==> config.mk <==
export PLATFORM = sky130hd
export DESIGN_NAME = shell_command_lexer
export DESIGN_NICKNAME = d
export VERILOG_FILES = /design/src/sv/clc_pkg.sv /design/src/sv/shell_command_lexer.sv /design/src/sv/clc_front.sv /design/src/sv/clc_fifo.sv /design/src/sv/clc_back.sv
export SDC_FILE = /design/constraint.sdc
export NUM_CORES = 1
export LEC_CHECK = 0
export BUFFER_PORTS_ARGS = -buffer_cell sky130_fd_sc_hd__clkbuf_2
export CORE_UTILIZATION = 30
export DETAILED_ROUTE_END_ITERATION = 10
export PLACE_DENSITY = 0.55
export SKIP_LAST_GASP = 1
export SYNTH_ARGS = -nofsm -noshare
export SYNTH_HDL_FRONTEND = slang
export SYNTH_SLANG_ARGS = --single-unit
export TNS_END_PERCENT = 20
==> constraint.sdc <==
create_clock -name i_clk -period 13.4 [get_ports i_clk]
set_input_delay 1.34 -clock i_clk [delete_from_list [all_inputs] [get_ports i_clk]]
set_output_delay 1.34 -clock i_clk [all_outputs]
set_load 0.02 [all_outputs]
==> src/sv/clc_pkg.sv <==
// ----------------------------------------------------------------------------
// clc_pkg
// Types, character codes and token classification for the command lexer.
// ----------------------------------------------------------------------------
package clc_pkg;

    // Line limit: positions stop at LINE_MAX-1, lengths at LINE_MAX
    localparam int unsigned LINE_MAX   = 4096;
    localparam logic [11:0] POS_LAST   = 12'(LINE_MAX - 1);
    localparam logic [12:0] LEN_LAST   = 13'(LINE_MAX);

    // Token queue between front and back
    localparam int unsigned FIFO_DEPTH = 4;
    localparam int unsigned FIFO_AW    = $clog2(FIFO_DEPTH);
    localparam int unsigned FIFO_CW    = $clog2(FIFO_DEPTH + 1);

    // Character codes
    localparam logic [7:0] CH_PIPE   = 8'h7C;  // |
    localparam logic [7:0] CH_AMP    = 8'h26;  // &
    localparam logic [7:0] CH_LT     = 8'h3C;  // <
    localparam logic [7:0] CH_GT     = 8'h3E;  // >
    localparam logic [7:0] CH_LPAR   = 8'h28;  // (
    localparam logic [7:0] CH_RPAR   = 8'h29;  // )
    localparam logic [7:0] CH_SEMI   = 8'h3B;  // ;
    localparam logic [7:0] CH_DOLLAR = 8'h24;  // $
    localparam logic [7:0] CH_DASH   = 8'h2D;  // -
    localparam logic [7:0] CH_SQUOTE = 8'h27;  // '
    localparam logic [7:0] CH_DQUOTE = 8'h22;  // "
    localparam logic [7:0] CH_CARET  = 8'h5E;  // ^
    localparam logic [7:0] CH_UNDER  = 8'h5F;  // _
    localparam logic [7:0] CH_STAR   = 8'h2A;  // *
    localparam logic [7:0] CH_DOT    = 8'h2E;  // .
    localparam logic [7:0] CH_BSLASH = 8'h5C;  // backslash
    localparam logic [7:0] CH_SPACE  = 8'h20;

    // Token kinds
    localparam logic [3:0] KIND_WORD      = 4'd0;
    localparam logic [3:0] KIND_PIPE      = 4'd1;
    localparam logic [3:0] KIND_SEMI      = 4'd2;
    localparam logic [3:0] KIND_DOLLAR    = 4'd3;
    localparam logic [3:0] KIND_FLAG      = 4'd4;
    localparam logic [3:0] KIND_SQUOTE    = 4'd5;
    localparam logic [3:0] KIND_DQUOTE    = 4'd6;
    localparam logic [3:0] KIND_AND       = 4'd7;
    localparam logic [3:0] KIND_OR        = 4'd8;
    localparam logic [3:0] KIND_LPAREN    = 4'd9;
    localparam logic [3:0] KIND_RPAREN    = 4'd10;
    localparam logic [3:0] KIND_HEREDOC   = 4'd11;
    localparam logic [3:0] KIND_APPEND    = 4'd12;
    localparam logic [3:0] KIND_REDIR_OUT = 4'd13;
    localparam logic [3:0] KIND_REDIR_IN  = 4'd14;
    localparam logic [3:0] KIND_ERROR     = 4'd15;

    typedef enum logic [1:0] {
        MODE_IDLE  = 2'd0,
        MODE_WORD  = 2'd1,
        MODE_OPER  = 2'd2,
        MODE_QUOTE = 2'd3
    } t_mode;

    typedef enum logic [2:0] {
        CLS_SPACE = 3'd0,
        CLS_WORD  = 3'd1,
        CLS_OPER  = 3'd2,
        CLS_QUOTE = 3'd3,
        CLS_OTHER = 3'd4
    } t_cls;

    typedef struct packed {
        logic [7:0] char_byte;
        logic       end_of_line;
    } t_in;

    typedef struct packed {
        logic [3:0]  token_kind;
        logic [11:0] token_start;
        logic [12:0] token_length;
        logic        last_of_item;
    } t_out;

    // Closed run, not yet typed
    typedef struct packed {
        logic [7:0]  first;
        logic [7:0]  second;
        logic [11:0] start;
        logic [12:0] len;
    } t_raw;

    // All tokens caused by one input byte (one or two)
    typedef struct packed {
        logic two;
        t_raw tok0;
        t_raw tok1;
    } t_pair;

    function automatic logic is_letter(input logic [7:0] c);
        return (c inside {[8'h61:8'h7A], [8'h41:8'h5A]});
    endfunction

    function automatic t_cls classify(input logic [7:0] c);
        t_cls cls;
        if (c == CH_SPACE || (c inside {[8'h09:8'h0D]}))
            cls = CLS_SPACE;
        else if (is_letter(c) || (c inside {[8'h30:8'h39]}) ||
                 (c inside {CH_CARET, CH_DASH, CH_UNDER, CH_STAR, CH_DOT,
                            CH_DOLLAR, CH_BSLASH}))
            cls = CLS_WORD;
        else if (c inside {CH_PIPE, CH_AMP, CH_LT, CH_GT, CH_LPAR, CH_RPAR, CH_SEMI})
            cls = CLS_OPER;
        else if (c inside {CH_SQUOTE, CH_DQUOTE})
            cls = CLS_QUOTE;
        else
            cls = CLS_OTHER;
        return cls;
    endfunction

    // Kind from the first two bytes and length, first match wins
    function automatic logic [3:0] kind_of(input logic [7:0] a, input logic [7:0] b,
                                           input logic [12:0] len);
        logic       one;
        logic       two;
        logic [3:0] k;
        one = (len == 13'd1);
        two = (len == 13'd2);
        if (is_letter(a))                                 k = KIND_WORD;
        else if (one && a == CH_PIPE)                     k = KIND_PIPE;
        else if (one && a == CH_SEMI)                     k = KIND_SEMI;
        else if (one && a == CH_DOLLAR)                   k = KIND_DOLLAR;
        else if (len >= 13'd2 && a == CH_DASH)            k = KIND_FLAG;
        else if (a == CH_SQUOTE)                          k = KIND_SQUOTE;
        else if (a == CH_DQUOTE)                          k = KIND_DQUOTE;
        else if (two && a == CH_AMP && b == CH_AMP)       k = KIND_AND;
        else if (two && a == CH_PIPE && b == CH_PIPE)     k = KIND_OR;
        else if (one && a == CH_LPAR)                     k = KIND_LPAREN;
        else if (one && a == CH_RPAR)                     k = KIND_RPAREN;
        else if (two && a == CH_LT && b == CH_LT)         k = KIND_HEREDOC;
        else if (two && a == CH_GT && b == CH_GT)         k = KIND_APPEND;
        else if (one && a == CH_GT)                       k = KIND_REDIR_OUT;
        else if (one && a == CH_LT)                       k = KIND_REDIR_IN;
        else                                              k = KIND_ERROR;
        return k;
    endfunction

endpackage

==> src/sv/shell_command_lexer.sv <==
// ----------------------------------------------------------------------------
// shell_command_lexer
// Splits a command line, one byte per word, into typed tokens with start
// offset and length.
//
//   channel | valid   | stall   | payload
//   --------+---------+---------+---------------------------
//   in      | i_valid | o_stall | i_data  (char, end of line)
//   out     | o_valid | i_stall | o_data  (kind, start, length, last)
//
// One byte is taken per cycle while the token queue has room.
// A byte yields zero, one or two tokens; the output register sends one token
// per cycle while the output is not stalled, so a byte that makes two tokens
// is sent as two output words. A byte's tokens pass the queue and then the
// output register before they are offered.
// Reset is synchronous; it clears run tracking, the line position and the queue.
// The queue holds four entries and input stalls while it is full.
// ----------------------------------------------------------------------------
module shell_command_lexer
    import clc_pkg::*;
(
    input  logic i_clk,
    input  logic i_rst_n,
    input  logic i_valid,
    input  t_in  i_data,
    output logic o_stall,
    output logic o_valid,
    output t_out o_data,
    input  logic i_stall
);

    logic  push;
    logic  pop;
    logic  full;
    logic  q_valid;
    t_pair push_pair;
    t_pair head_pair;

    clc_front u_front (
        .i_clk   (i_clk),
        .i_rst_n (i_rst_n),
        .i_valid (i_valid),
        .i_data  (i_data),
        .o_stall (o_stall),
        .i_full  (full),
        .o_push  (push),
        .o_pair  (push_pair)
    );

    clc_fifo u_fifo (
        .i_clk   (i_clk),
        .i_rst_n (i_rst_n),
        .i_push  (push),
        .i_pair  (push_pair),
        .o_full  (full),
        .i_pop   (pop),
        .o_valid (q_valid),
        .o_pair  (head_pair)
    );

    clc_back u_back (
        .i_clk     (i_clk),
        .i_rst_n   (i_rst_n),
        .i_q_valid (q_valid),
        .i_q_pair  (head_pair),
        .o_pop     (pop),
        .o_valid   (o_valid),
        .o_data    (o_data),
        .i_stall   (i_stall)
    );

endmodule

==> src/sv/clc_front.sv <==
// ----------------------------------------------------------------------------
// clc_front
// Takes one byte per cycle while the queue is not full, tracks the open run
// and pushes the runs that the byte closes (one or two) as a single queue entry.
// ----------------------------------------------------------------------------
module clc_front
    import clc_pkg::*;
(
    input  logic  i_clk,
    input  logic  i_rst_n,
    input  logic  i_valid,
    input  t_in   i_data,
    output logic  o_stall,
    input  logic  i_full,
    output logic  o_push,
    output t_pair o_pair
);

    t_mode       r_mode,   n_mode;
    logic        r_dq,     n_dq;
    logic [11:0] r_start,  n_start;
    logic [12:0] r_len,    n_len;
    logic [7:0]  r_first,  n_first;
    logic [7:0]  r_second, n_second;
    logic [11:0] r_pos,    n_pos;

    logic        accept;
    logic [7:0]  c;
    t_cls        cls;
    logic [7:0]  quote_ch;
    logic [1:0]  cnt;
    t_raw        tok0;
    t_raw        tok1;
    t_raw        cur;

    assign o_stall = i_full;
    assign accept  = i_valid && !i_full;
    assign c       = i_data.char_byte;
    assign cls     = classify(c);
    assign quote_ch = r_dq ? CH_DQUOTE : CH_SQUOTE;

    // Run tracking and token emission
    always_comb begin
        n_mode   = r_mode;
        n_dq     = r_dq;
        n_start  = r_start;
        n_len    = r_len;
        n_first  = r_first;
        n_second = r_second;
        n_pos    = r_pos;
        cnt      = 2'd0;
        tok0     = '0;
        tok1     = '0;
        cur      = '{first: r_first, second: r_second, start: r_start, len: r_len};

        if (r_mode == MODE_QUOTE) begin
            if (r_len == 13'd1) n_second = c;
            if (r_len < LEN_LAST) n_len = r_len + 13'd1;
            if (c == quote_ch) begin
                tok0   = '{first: r_first, second: n_second, start: r_start, len: n_len};
                cnt    = 2'd1;
                n_mode = MODE_IDLE;
            end
        end else if ((r_mode == MODE_WORD && cls == CLS_WORD) ||
                     (r_mode == MODE_OPER && cls == CLS_OPER)) begin
            if (r_len == 13'd1) n_second = c;
            if (r_len < LEN_LAST) n_len = r_len + 13'd1;
        end else begin
            // close the open run, then open a new one if this byte starts a run
            if (r_mode != MODE_IDLE) begin
                tok0   = cur;
                cnt    = 2'd1;
                n_mode = MODE_IDLE;
            end
            case (cls)
                CLS_WORD, CLS_OPER, CLS_QUOTE: begin
                    n_mode   = (cls == CLS_WORD) ? MODE_WORD :
                               (cls == CLS_OPER) ? MODE_OPER : MODE_QUOTE;
                    n_start  = r_pos;
                    n_len    = 13'd1;
                    n_first  = c;
                    n_second = 8'd0;
                    if (cls == CLS_QUOTE) n_dq = (c == CH_DQUOTE);
                end
                CLS_OTHER: begin
                    // stray byte: one-byte error token
                    if (cnt == 2'd0) begin
                        tok0 = '{first: c, second: 8'd0, start: r_pos, len: 13'd1};
                    end else begin
                        tok1 = '{first: c, second: 8'd0, start: r_pos, len: 13'd1};
                    end
                    cnt = cnt + 2'd1;
                end
                default: ;
            endcase
        end

        // end of line flushes whatever is open
        if (i_data.end_of_line) begin
            if (n_mode != MODE_IDLE) begin
                if (cnt == 2'd0) begin
                    tok0 = '{first: n_first, second: n_second, start: n_start, len: n_len};
                end else begin
                    tok1 = '{first: n_first, second: n_second, start: n_start, len: n_len};
                end
                cnt    = cnt + 2'd1;
                n_mode = MODE_IDLE;
            end
            n_pos = 12'd0;
        end else if (r_pos < POS_LAST) begin
            n_pos = r_pos + 12'd1;
        end
    end

    assign o_push = accept && (cnt != 2'd0);
    assign o_pair = '{two: cnt[1], tok0: tok0, tok1: tok1};

    // State registers
    always_ff @(posedge i_clk) begin
        if (!i_rst_n) begin
            r_mode   <= MODE_IDLE;
            r_dq     <= 1'b0;
            r_start  <= '0;
            r_len    <= '0;
            r_first  <= '0;
            r_second <= '0;
            r_pos    <= '0;
        end else if (accept) begin
            r_mode   <= n_mode;
            r_dq     <= n_dq;
            r_start  <= n_start;
            r_len    <= n_len;
            r_first  <= n_first;
            r_second <= n_second;
            r_pos    <= n_pos;
        end
    end

endmodule

==> src/sv/clc_fifo.sv <==
// ----------------------------------------------------------------------------
// clc_fifo
// Short queue of token pairs between the front and the back.
// ----------------------------------------------------------------------------
module clc_fifo
    import clc_pkg::*;
(
    input  logic  i_clk,
    input  logic  i_rst_n,
    input  logic  i_push,
    input  t_pair i_pair,
    output logic  o_full,
    input  logic  i_pop,
    output logic  o_valid,
    output t_pair o_pair
);

    t_pair              r_mem [FIFO_DEPTH];
    logic [FIFO_AW-1:0] r_wr, n_wr;
    logic [FIFO_AW-1:0] r_rd, n_rd;
    logic [FIFO_CW-1:0] r_count, n_count;

    assign o_full  = (r_count == FIFO_CW'(FIFO_DEPTH));
    assign o_valid = (r_count != '0);
    assign o_pair  = r_mem[r_rd];

    // Pointer and occupancy update
    always_comb begin
        n_wr    = i_push ? r_wr + 1'b1 : r_wr;
        n_rd    = i_pop  ? r_rd + 1'b1 : r_rd;
        n_count = r_count + FIFO_CW'(i_push) - FIFO_CW'(i_pop);
    end

    always_ff @(posedge i_clk) begin
        if (!i_rst_n) begin
            r_wr    <= '0;
            r_rd    <= '0;
            r_count <= '0;
        end else begin
            r_wr    <= n_wr;
            r_rd    <= n_rd;
            r_count <= n_count;
        end
    end

    // Storage
    always_ff @(posedge i_clk) begin
        if (i_push) r_mem[r_wr] <= i_pair;
    end

`ifndef SYNTHESIS
    a_no_overflow: assert property (@(posedge i_clk) disable iff (!i_rst_n)
        i_push |-> !o_full || i_pop) else $error("token queue overflow");
    a_no_underflow: assert property (@(posedge i_clk) disable iff (!i_rst_n)
        i_pop |-> o_valid) else $error("token queue underflow");
    a_count_range: assert property (@(posedge i_clk) disable iff (!i_rst_n)
        r_count <= FIFO_CW'(FIFO_DEPTH)) else $error("token queue count out of range");
    a_ptr_track: assert property (@(posedge i_clk) disable iff (!i_rst_n)
        (r_count == '0 || r_count == FIFO_CW'(FIFO_DEPTH)) |-> r_wr == r_rd)
        else $error("token queue pointers disagree with count");
`endif

endmodule

==> src/sv/clc_back.sv <==
// ----------------------------------------------------------------------------
// clc_back
// Types queued runs and sends them out one word per cycle while not stalled,
// through an output register; a pair is sent as two words.
// ----------------------------------------------------------------------------
module clc_back
    import clc_pkg::*;
(
    input  logic  i_clk,
    input  logic  i_rst_n,
    input  logic  i_q_valid,
    input  t_pair i_q_pair,
    output logic  o_pop,
    output logic  o_valid,
    output t_out  o_data,
    input  logic  i_stall
);

    logic r_valid, n_valid;
    logic r_sub,   n_sub;
    t_out r_data,  n_data;
    logic load;
    t_raw tok;

    assign load  = i_q_valid && (!r_valid || !i_stall);
    assign tok   = r_sub ? i_q_pair.tok1 : i_q_pair.tok0;
    assign o_pop = load && (r_sub || !i_q_pair.two);

    // Next output word
    always_comb begin
        n_data = '{token_kind:   kind_of(tok.first, tok.second, tok.len),
                   token_start:  tok.start,
                   token_length: tok.len,
                   last_of_item: o_pop};
        n_valid = load ? 1'b1 : (r_valid && i_stall);
        n_sub   = load ? !o_pop : r_sub;
    end

    always_ff @(posedge i_clk) begin
        if (!i_rst_n) begin
            r_valid <= 1'b0;
            r_sub   <= 1'b0;
        end else begin
            r_valid <= n_valid;
            r_sub   <= n_sub;
        end
    end

    always_ff @(posedge i_clk) begin
        if (load) r_data <= n_data;
    end

    assign o_valid = r_valid;
    assign o_data  = r_data;

`ifndef SYNTHESIS
    a_sub_only_pairs: assert property (@(posedge i_clk) disable iff (!i_rst_n)
        (r_sub && i_q_valid) |-> i_q_pair.two) else $error("second slot of a single");
    a_last_ends_pair: assert property (@(posedge i_clk) disable iff (!i_rst_n)
        (load && o_pop) |=> (o_data.last_of_item && !r_sub))
        else $error("pair end not marked last");
    a_first_not_last: assert property (@(posedge i_clk) disable iff (!i_rst_n)
        (load && !o_pop) |=> (!o_data.last_of_item && r_sub))
        else $error("first of pair marked last");
`endif

endmodule

### Yosys cells after proc, flatten, opt, wreduce, memory -nomap -nowiden

Memories as Yosys holds them, arrays and structs flattened. A register that Yosys moved wholly into a read port is not among the register bits.
Cells that the tools add are included.
W data, S select, Z words.

* bits of input ports: 13
* bits in writable memories: 332
* bits in registers: 95
* output and inout bits: 32
* memories: 1

Memories
* u_fifo.r_mem: words 4, bits a word 83, rd ports 1, clocked after memory_dff 1, wr ports 1, line clc_fifo.sv:18 `t_pair r_mem [FIFO_DEPTH];`

* equality and inequality tests: 44
* $lt $le $gt $ge: 15
* $add $sub $neg: 8
* mux-type cells: 75
* reduce and logical (&&, ||, !) cells: 58
* bitwise operators: 2

Operators with widths (number)
* $mux W41: 17
* $eq A8 B6 Y1 const B: 26
* $mux W12: 5
* $mux W8: 7
* $mux W13: 4
* $eq A8 B7 Y1 const B: 6
* $mux W2: 19
* $ge A8 B7 Y1 const B: 4
* $le A8 B7 Y1 const B: 4
* $logic_and A1 B1 Y1: 29
* $mux W3: 9
* $eq A13 B1 Y1 const B: 2
* $mux W4: 6
* $reduce_bool A2 Y1: 7
* $reduce_bool A7 Y1: 2
* $add A13 B1 Y13 const B: 1
* $eq A13 B2 Y1 const B: 1
* $ge A13 B2 Y1 const B: 1
* $lt A13 B13 Y1 const B: 1
* $add A12 B1 Y12 const B: 1
* $lt A12 B12 Y1 const B: 1
* $add A2 B1 Y2 const B: 4
* $eq A8 B8 Y1: 1
* $ge A8 B4 Y1 const B: 1
* 22 further kinds: 43

### Logic depth before layout (Yosys ltp)

* depth in word-level cells: 23
* depth in mapped cells: 22

### Modules after synthesis

From an unflattened synthesis, not the netlist that was laid out.

* cells, all modules: 1229
* area total of the unflattened synthesis: 18977.0 µm²

Modules (own cells, without submodules)
* clc_fifo: cells each 476, seq. area each 10149.7 µm², times used 1, area each 12421.9 µm²
* clc_front: cells each 569, seq. area each 1121.1 µm², times used 1, area each 4446.8 µm²
* clc_back: cells each 184, seq. area each 940.9 µm², times used 1, area each 2108.3 µm²

### Worst setup path before layout

OpenSTA, ideal clock, no wires.

* kind: input to register
* start: input i_data[1] in the netlist's numbering
* end: memory u_fifo.r_mem[0][0] in the netlist's numbering (enable)
* library setup time: 451 ps
* buffers on the path: 3
* setup slack: 6983 ps
* arrival time: 5966 ps
* stages: 13
* path through: or4_1 -> o221a_1 -> a221oi_4 -> a311o_1 -> buf_4 -> buf_2 -> buf_2 -> a21oi_1 -> ha_1 -> inv_1 -> a41oi_1 -> o21a_1 -> and2_1

* word-level cells in the longest chain between the ends: 20
* elaborated cells between the ends (all ways): 67
* classes of those cells: add/sub (1); order compare (8); eq/ne (22); mux (18); reduce/logical (18)

RTL lines
* start, declared: line shell_command_lexer.sv:25 `input t_in i_data,`
* $ge A8 B7 Y1 or $le A8 B7 Y1 (tied branches): line clc_pkg.sv:97 `return (c inside {[8'h61:8'h7A], [8'h41:8'h5A]});`
* $logic_and A1 B1 Y1: line clc_pkg.sv:97
* $reduce_bool A2 Y1: line clc_pkg.sv:97
* $logic_or A1 B1 Y1 (2 in series): line clc_pkg.sv:104 `else if (is_letter(c) || (c inside {[8'h30:8'h39]}) ||`
* $mux W3: line clc_pkg.sv:104
* $mux W3: line clc_pkg.sv:102 `if (c == CH_SPACE || (c inside {[8'h09:8'h0D]}))`
* $eq A3 B2 Y1: line clc_front.sv:65, clc_front.sv:75, clc_front.sv:78
* $mux W1: line clc_front.sv:78 `(cls == CLS_OPER) ? MODE_OPER : MODE_QUOTE;`
* [3 not listed]
* $mux W2: line clc_front.sv:56 `if (r_mode == MODE_QUOTE) begin`
* $reduce_bool A2 Y1: line clc_front.sv:100 `if (n_mode != MODE_IDLE) begin`
* $mux W2: line clc_front.sv:100
* $mux W2 *: line clc_front.sv:99 `if (i_data.end_of_line) begin`
* $reduce_bool A2 Y1 *: line clc_front.sv:115 `assign o_push = accept && (cnt != 2'd0);`
* $logic_and A1 B1 Y1 *: line clc_front.sv:115
* $mux W1 *: line clc_fifo.sv:48 `if (i_push) r_mem[r_wr] <= i_pair;`
* $mux W1 (implied by the code) *: line clc_fifo.sv:48
* end, declared: line clc_fifo.sv:18

Mark *: on every way between the ends. The rest lies on a longest branch, timed or not.

### Final worst setup path

* start: input i_data[1] in the netlist's numbering
* end: memory u_fifo.r_mem[3][22] in the netlist's numbering (enable)

Same word-level chain as after synthesis.

==> flow_summary_export.csv <==
group,metric,value,unit
outcome,outcome,"finished clean",
cts,cts_tree,"done",
floorplanning,row_count,91,
sta,timing.final.crit_share,44.1,%
placed_design,hpwl,28.3,mm
sta,final_max_slew_viol_count,0,
logic_synthesis,yosys-top-cells-area,"edfxtp_1 (58%), mux4_2 (7.9%), dfxtp_1 (7.1%)",
sta,tightestPinTransition,1120,ps
floorplanning,dieArea,0.0639,mm2
final_layout,final_cells,2226,
cts,post_cts_resized,0,
pwr,power_frac_clock,31.3,%
logic_synthesis,syn_avg_cell_area,14.1,um2
final_layout,antenna_cells,0,
sta,setup_tns,0,ps
cts,clock_path_buffers,3,
final_layout,mostFrequentLayoutCells,"edfxtp_1 (362), nor2_1 (113), nand2_1 (110)",
route,dr.pass1.iters,5,
route,drtIter0Drc,882,
placed_design,place.gp.congestion,0.835,
floorplanning,die_w,253,um
sta,fin_worst_skew,23.2,ps
pwr,p_sw,1.10,mW
setup_path,reg2reg_to,"u_back.o_data[26]$_SDFFCE_PP0P_",
cts,cts_setup_buffers,0,
setup_path,critPathRequiredTime,13570,ps
pwr,p_int,2.58,mW
sta,rsz0062_at_grt,"no",
final_layout,fin_nets,1380,
final_layout,drive_gt1_share,17.1,%
floorplanning,core_area,0.0619,mm2
sta,finalHoldViolCount,0,
route,wl_met3,2.11,mm
setup_path,crit_chain,"clkbuf_2 > or4_1 > o221a_1 > a221oi_4 > and3_1 > and2_4 > ha_1 > nand2_1 > ha_1 > inv_1 > a41oi_1 > o21a_1 > and2_4 > buf_4",
sta,relSlewSlack,25.4,%
global_routing,grt_usage,14.3,%
logic_synthesis,yosysTopAreaCellShare,57.6,%
logic_synthesis,synth.distinct_cells,81,
min_path,hold_path_depth,2,
min_path,min_path_type,"register to register",
pwr,combPwrFrac,22.3,%
logic_synthesis,seq_area_frac_synth,64.7,%
route,drc,0,
global_routing,antenna_found_initial,4,
pwr,switching_share,29.9,%
floorplanning,pin_count,45,
logic_synthesis,ys_seq_elements,429,
sta,min_period,5910,ps
pwr,cellPowerDensity,173,mW/mm2
cts,cts_sinks,429,
route,routed-wl-met2,22.6,mm
cts,cts_buffers,43,
cts,path_clk_slew,60,ps
setup_path,critPathKind,"input pin to register",
cts,clock-root-buffer,"clkbuf_16",
global_routing,grt_max_degree,55,
route,avgViaCountPerCell,5.13,
setup_path,slowest_stage,"buf_4",
setup_path,cp_top_family,"simple AND/OR/NAND/NOR gates",
logic_synthesis,yosys_warnings,0,
logic_synthesis,syn_inst,1336,
sta,setup_viol,0,
final_layout,areaGrowthSynthToFinish,12.5,%
sta,fmax,0.169,GHz
pwr,seqPwrFrac,46.4,%
setup_path,cp_num_buf_inv,3,
setup_path,worst_r2r_path_depth,8,
placed_design,portBuffers,44,
min_path,hold_start,"u_front.r_first[7]$_SDFFE_PN0P_",
pwr,leakagePower,6.92,nW
route,wl_per_cell,20.5,um
global_routing,grt.overflow.total,0,
logic_synthesis,synth_edf_count,362,
setup_path,critPathMaxFanout,49,
placed_design,dp.cells,2147,
pwr,irDropWorstVdd,0.0000765,V
final_layout,final_common_cell,"edfxtp_1",
route,wirelength,45.7,mm
setup_path,critPathArrivalTime,6090,ps
logic_synthesis,netlist.top_cell.by_area,"edfxtp_1",
global_routing,grt_first_pass_wirelength,69.7,mm
cts,clock_latency,560,ps
route,routed.top_layer,"met5",
global_routing,grt_pass1_vias,11500,
route,met1_length,19.7,mm
setup_path,slowest_delay,750,ps
logic_synthesis,ys_async_sr_fraction,0,%
setup_path,r2r_slack,9090,ps
logic_synthesis,syn_area,0.0189,mm2
cts,cts_hold_buf,0,
route,vias,11400,
logic_synthesis,syn_nets,1361,
setup_path,startpoint_type,"input pin",
min_path,hold_path_end,"u_front.r_first[7]$_SDFFE_PN0P_",
route,final_antenna_net_count,0,
logic_synthesis,ys.flop_type,"edfxtp_1",
job,max-cap-violations,0,
setup_path,endpoint_kind,"register",
floorplanning,die_h,253,um
floorplanning,initial_utilization,30.5,%
cts,htree_levels,2,
==> power by group through the flow <==
stage               sequential (mW)  clock, mW  combinational (mW)
global placement               1.74          0               0.827
detailed placement             1.74          0               0.830
CTS                            1.71       1.18               0.834
global route                   1.73       1.23               0.895
floorplan                      1.76          0               0.531
finish                         1.71       1.15               0.820
==> routing by layer <==
layer	up-vias	global-route usage [%]
met5	-	0
met4	8	4.78
met3	80	2.34
met2	294	24.6
met1	5816	18.2
li1	5230	-
==> worst max path at each step <==
stage,start,to,slack (ps),cells after the start
floorplan,i_data[1],u_fifo.r_mem[0][0]$_DFFE_PP_,6980,13
global placement,i_data[1],u_fifo.r_mem[3][13]$_DFFE_PP_,6960,14
detailed placement,i_data[1],u_fifo.r_mem[3][13]$_DFFE_PP_,6910,14
CTS,i_data[1],u_fifo.r_mem[3][40]$_DFFE_PP_,7480,14
global route,i_data[1],u_fifo.r_mem[3][34]$_DFFE_PP_,7190,14
finish,i_data[1],u_fifo.r_mem[3][22]$_DFFE_PP_,7490,14
==> logic make-up after synthesis <==
family | Yosys count | share of synthesized area [%]
multiplexers | 128 | 11.2
AO/OA/AOI/OAI | 220 | 8.79
flip-flops | 429 | 64.7
buffers and inverters | 111 | 2.71
XOR/XNOR | 13 | 0.603
AND/OR/NAND/NOR | 423 | 11.1
adder cells (fa/ha/maj) | 12 | 0.835
==> metrics by stage <==
stage	hold WS, ps	utilization [%]	total power [mW]	setup WS [ps]	area [um2]
2_1_floorplan	423	-	2.29	6980	18900
3_3_place_gp	468	32.1	2.56	6960	19900
3_5_place_dp	478	32.1	2.57	6910	19900
4_1_cts	487	34.3	3.72	7480	21200
5_1_grt	517	34.3	3.85	7190	21200
6_report	485	34.3	3.67	7490	21200
==> registers in the layout (all words and copies together) (netlist names), 3 cells and up, named ones only <==
| signal | flops |
|---|---|
| u_fifo.r_count | 3 |
| u_front.r_pos | 12 |
| u_fifo.r_mem | 332 |
| u_front.r_second | 8 |
| u_back.o_data | 30 |
| u_front.r_first | 8 |
| u_front.r_start | 12 |
| u_front.r_len | 13 |
==> Yosys cell counts, drive strengths merged, types with 5 or more instances <==
library cell	number
inv	23
a22oi	22
a211oi	9
or3	5
nor3b	10
mux2i	50
nand2	110
mux2	12
buf	46
ha	11
xnor2	7
dfxtp	67
nand3b	5
xor2	6
and3	11
o21ai	27
nor2b	16
clkbuf	42
o22ai	20
nor4	14
and2	16
nor2	113
nand2b	11
mux4	66
a22o	26
or3b	6
nor3	51
a32oi	8
nand3	31
a32o	19
edfxtp	362
a21oi	52
==> cell type report <==
cell class | count | area (um2)
Timing Repair Buffer | 62 | 355
Tap cell | 837 | 1050
Inverter | 23 | 86.3
Fill cell | 5998 | 40700
Clock inverter | 19 | 158
Clock buffer | 60 | 1180
Multi-Input combinational cell | 796 | 6190
Sequential cell | 429 | 12200
==> worst register-to-register path, stage by stage, from the launching register on <==
cell and delay [ps]:
dfxtp_4 830, buf_4 750, mux4_2 660, nor3_1 290, nand3_1 230, a21oi_1 560
nor3b_1 130, o21a_1 240, nor4_1 380
(Power assumes the default switching activity.)
